File: config.mk
export PLATFORM = sky130hd
export DESIGN_NAME = bcf_split
export DESIGN_NICKNAME = d
export VERILOG_FILES = /design/src/hw/rtl/cubic_bezier_flattener_unit_macros.svh /design/src/hw/rtl/bcf_split.sv
export SDC_FILE = /design/constraint.sdc
export NUM_CORES = 1
export LEC_CHECK = 0
export BUFFER_PORTS_ARGS = -buffer_cell sky130_fd_sc_hd__buf_2
export CAP_MARGIN = 20
export CORE_MARGIN = 1
export CORE_UTILIZATION = 35
export DETAILED_ROUTE_END_ITERATION = 6
export PLACE_DENSITY = 0.69
export SYNTH_ARGS = -nofsm -noshare
export SYNTH_HDL_FRONTEND = slang
export SYNTH_SLANG_ARGS = --single-unit
File: constraint.sdc
create_clock -name vclk -period 7.3
set_clock_uncertainty 0.2 [all_clocks]
set_input_delay 1.46 -clock vclk [all_inputs]
set_output_delay 1.46 -clock vclk [all_outputs]
set_load 0.05 [all_outputs]
File: src/hw/rtl/cubic_bezier_flattener_unit_macros.svh
// assertion macros for the cubic bezier flattener
// used by the top level only, no other dependencies
`ifndef CUBIC_BEZIER_FLATTENER_UNIT_MACROS_SVH
`define CUBIC_BEZIER_FLATTENER_UNIT_MACROS_SVH
`ifndef ASSERT_OFF
`define BCF_ASSERT_IMPL(label, clk, rst, ante, cons) \
   label: assert property (@(posedge clk) disable iff (rst) (ante) |-> (cons)) \
      else $error("bcf assertion failed");
`define BCF_ASSERT_NEXT(label, clk, rst, ante, cons) \
   label: assert property (@(posedge clk) disable iff (rst) (ante) |=> (cons)) \
      else $error("bcf assertion failed");
`else
`define BCF_ASSERT_IMPL(label, clk, rst, ante, cons)
`define BCF_ASSERT_NEXT(label, clk, rst, ante, cons)
`endif
`endif

File: src/hw/rtl/bcf_split.sv
// de casteljau split at t=0.5 with floor-halving midpoints
// no dependencies
`default_nettype none
module bcf_split #(
   parameter int COORD_BITS = 13
) (
   input  wire logic [7:0][COORD_BITS-1:0] pts,
   output logic [7:0][COORD_BITS-1:0]      first,
   output logic [7:0][COORD_BITS-1:0]      second
);
   function automatic logic [COORD_BITS-1:0] half(input logic [COORD_BITS-1:0] a,
                                                  input logic [COORD_BITS-1:0] b);
      logic signed [COORD_BITS:0] s;
      s = $signed({a[COORD_BITS-1], a}) + $signed({b[COORD_BITS-1], b});
      return s[COORD_BITS:1];
   endfunction

   always_comb begin
      logic [COORD_BITS-1:0] m01, m12, m23, m012, m123, mid;
      first  = '0;
      second = '0;
      for (int k = 0; k < 2; k++) begin
         m01  = half(pts[k], pts[2+k]);
         m12  = half(pts[2+k], pts[4+k]);
         m23  = half(pts[4+k], pts[6+k]);
         m012 = half(m01, m12);
         m123 = half(m12, m23);
         mid  = half(m012, m123);
         first[k]    = pts[k];
         first[2+k]  = m01;
         first[4+k]  = m012;
         first[6+k]  = mid;
         second[k]   = mid;
         second[2+k] = m123;
         second[4+k] = m23;
         second[6+k] = pts[6+k];
      end
   end
endmodule
`default_nettype wire

=== After elaboration in Yosys (flattened, before gate mapping) ===
Index checks and enable logic that the tools add are counted.
W data, S select, Z words.

* Add/sub/neg operators: 12

{| class="wikitable"
|+ Operators by type and width
! operator !! number
|-
| $add A13 B13 Y14 || 12
|}

* Register bits: 0
* Input bits: 104
* Output and inout port bits: 208
* Word-level logic and storage cells: 12

=== Logic depth before layout (Yosys ltp) ===
* Word-level depth: 3
* Mapped depth: 25

=== Least setup slack after synthesis ===
Ideal clock, no wire load.

* Path type: input -> output
* Start point: in pts[66] (netlist bit)
* End point: out second[25] (netlist bit)
* Data arrival time: 8.115 ns
* Slack: -2.475 ns
* Stages on the path: 22
* Buffers on the path: 1
* Cells stage by stage: inv_1 -> fa_1 -> nor2b_1 -> o31a_1 -> o21a_1 -> nor2_1 -> xnor2_1 -> ha_1 -> nand3_1 -> a21oi_1 -> o31a_1 -> o21ai_0 -> a21boi_0 -> ha_1 -> o21a_1 -> o31a_1 -> nor3_1 -> o21bai_1 -> a21oi_1 -> nor3b_1 -> o22ai_1 -> buf_4

{| class="wikitable"
|+ RTL lines
! element !! line !! RTL
|-
| start: declaration || bcf_split.sv:7 || <nowiki>input wire logic [7:0][COORD_BITS-1:0] pts,</nowiki>
|-
| end: declaration || bcf_split.sv:9 || <nowiki>output logic [7:0][COORD_BITS-1:0] second</nowiki>
|}

==> impl_metrics.py <==
metrics = {
    "outcome": {
        "status": "finished, violations left",
        "violations": "setup timing",
    },
    "cells_and_area": {
        "regArea_sq_um": 0,
        "final.clkbuf_count": 0,
        "num-fill-cells": 1442,
        "final_common_cell": "buf_2",
        "seq_cell_count": 0,
        "area_delta_synth_final_pct": 92.1,
        "final_nets": 1671,
        "multi_input_area_sq_um": 8860,
        "stdcell_count": 1671,
        "final_cell_mix": "buf_2 (289), buf_4 (282), ha_1 (101)",
        "layout-drive-gt1-share_pct": 64.9,
    },
    "global_route": {
        "antenna_found_initial": 1,
        "grt_pass1_vias": 8235,
        "grt_overflow": 0,
        "grt_use_total_pct": 21.9,
        "grt_max_degree": 8,
        "grt_first_pass_wirelength_mm": 36.5,
    },
    "yosys": {
        "synthSimpleGateAreaFrac_pct": 14.6,
        "yosysWarnings": 0,
        "synth.yosys.seq_area_share_pct": 0,
        "synth_fa_ha_area_share_pct": 29.6,
        "synth_cell_types": 72,
        "syn_area_sq_um": 6900,
        "synth.mux.area_fraction_pct": 0.471,
        "syn_area_per_cell_sq_um": 7.74,
        "synth_top_cell_by_area": "ha_1",
        "synthTopCellsByArea": "ha_1 (26%), xnor2_1 (12%), buf_4 (8.5%), a21oi_1 (5.6%), nor2_1 (3.9%)",
        "synth_top_family_by_area": "adder cells",
        "synth_top_area_share_pct": 25.9,
        "synth_nets": 1150,
        "synth_compound_area_share_pct": 28.0,
        "synthCells": 891,
        "synthXorXnorAreaFrac_pct": 16.3,
    },
    "floorplan": {
        "start_util_pct": 36.3,
        "pin_count": 312,
        "die_x_um": 142,
        "die_area_sq_um": 20300,
        "fp.coreArea_sq_um": 19000,
        "die_y_um": 142,
        "num_rows": 50,
    },
    "place": {
        "placed_cells": 1631,
        "gp_congestion": 0.857,
        "port_buffers": 312,
        "hpwl_mm": 20.7,
    },
    "drt": {
        "vias_per_cell": 4.99,
        "drc": 0,
        "drt_wl_total_mm": 24.6,
        "drt_iter0_drc": 164,
        "firstDrtPassIters": 4,
        "wl_per_cell_um": 14.7,
        "route.vias.total": 8341,
        "postRouteAntennaNets": 0,
    },
    "worst_setup_path": {
        "critical_path.endpoint_type": "output pin",
        "cpMaxStageDelayCell": "fa_2",
        "crit_path_start_kind": "input pin",
        "cp.arrival_ps": 5640,
        "worstPathRequired_ps": 5640,
        "startpoint": "pts[78]",
        "crit_buf_inv": 2,
        "worstPathCellList": "buf_2 > and2_4 > fa_2 > xor2_4 > ha_1 > a31o_2 > a21o_1 > a21o_1 > nand2_2 > a21oi_4 > o41ai_4 > o21bai_1 > a21oi_2 > xnor2_4 > ha_4 > a21o_1 > a31oi_4 > nor4b_4 > a211oi_4 > buf_6",
        "crit_family": "compound AO/OA/AOI/OAI gates",
        "critPathMostFrequentCell": "a21o_1",
        "cp_slowest_stage_delay_ps": 390,
        "critical_path_class": "input pin to output pin",
        "crit_fanout": 3,
    },
    "min_path": {
        "hold_path_class": "input pin to output pin",
        "hp-start": "pts[96]",
    },
    "sta": {
        "grt_setup_unrepaired": "yes",
        "holdWs_ps": 3020,
        "fin_crit_ps": 7300,
        "finalSetupViolCount": 2,
        "setup_slack_ps": -2.12,
        "fmax_ghz": 0.137,
        "relSlewSlack_pct": 54.2,
        "finalCritPeriodShare_pct": 100,
        "drv_slew": 0,
        "tightest_slew_ps": 670,
        "hold_viol_final": 0,
    },
    "job": {
        "maxCapViolCount": 0,
    },
    "clock_tree": {
        "hold_buffers": 0,
    },
}
worst paths after layout:
kind	to	cells past startpoint	slack (ps)
setup / recovery	second[12]	20	-2
hold / removal	second[96]	2	3020
per-layer routing:
layer	vias to the layer above	GRT usage, %	wire (um)
li1	4212	-	-
met1	3890	22.4	8960
met2	221	47.3	14200
met3	18	2.56	1140
met4	0	2.04	297
met5	-	0	0
per-stage QoR:
step / setup slack, ps / TNS (ps) / area [sq um] / util, %
final: -2.12 / -4.05 / 13300 / 69.7
after CTS: -44.0 / -87.5 / 12500 / 65.8
after floorplan: -704 / -8120 / 8870 / -
after global placement: -340 / -3500 / 12000 / 63.1
after detailed placement: -407 / -4680 / 12000 / 63.1
after global routing: -188 / -2010 / 13300 / 69.7
Yosys cell counts (all sizes together) (6+ instances only):
cell type,count
a211oi,11
a21boi,6
a21o,20
a21oi,79
a31o,8
and2,9
buf,78
fa,12
ha,143
inv,48
nand2,33
nand2b,17
nand3,13
nor2,73
nor2b,17
nor3,23
o211ai,7
o21a,24
o21ai,54
o21bai,22
o31a,11
xnor2,95
xor2,24
kinds of logic (layout without fill, tap and decap cells):
logic type / count (synthesis) / after routing
adder cells (fa/ha/maj): 156 / 156
XOR/XNOR: 122 / 122
buffers and inverters: 126 / 645
AO/OA/AOI/OAI: 278 / 278
multiplexers: 3 / 3
AND/OR/NAND/NOR: 206 / 206
other: 0 / 1
cell type report:
cell class	count	share of cell area (%)
multi-input cells	765	66.9
well taps	260	2.45
diodes	1	0.0189
inverters	48	1.44
repair buffers	597	29.2
timing repair:
action                     4_1_cts  5_1_grt
resized for setup               84      120
pin swaps                       64       97
setup endpoints to repair       18       24
hold endpoints to repair         0        0
setup buffers                   20       19
Power is left out: the tool's default activity adds up to more than one toggle a clock period on the data nets, which glitch-free logic cannot reach.
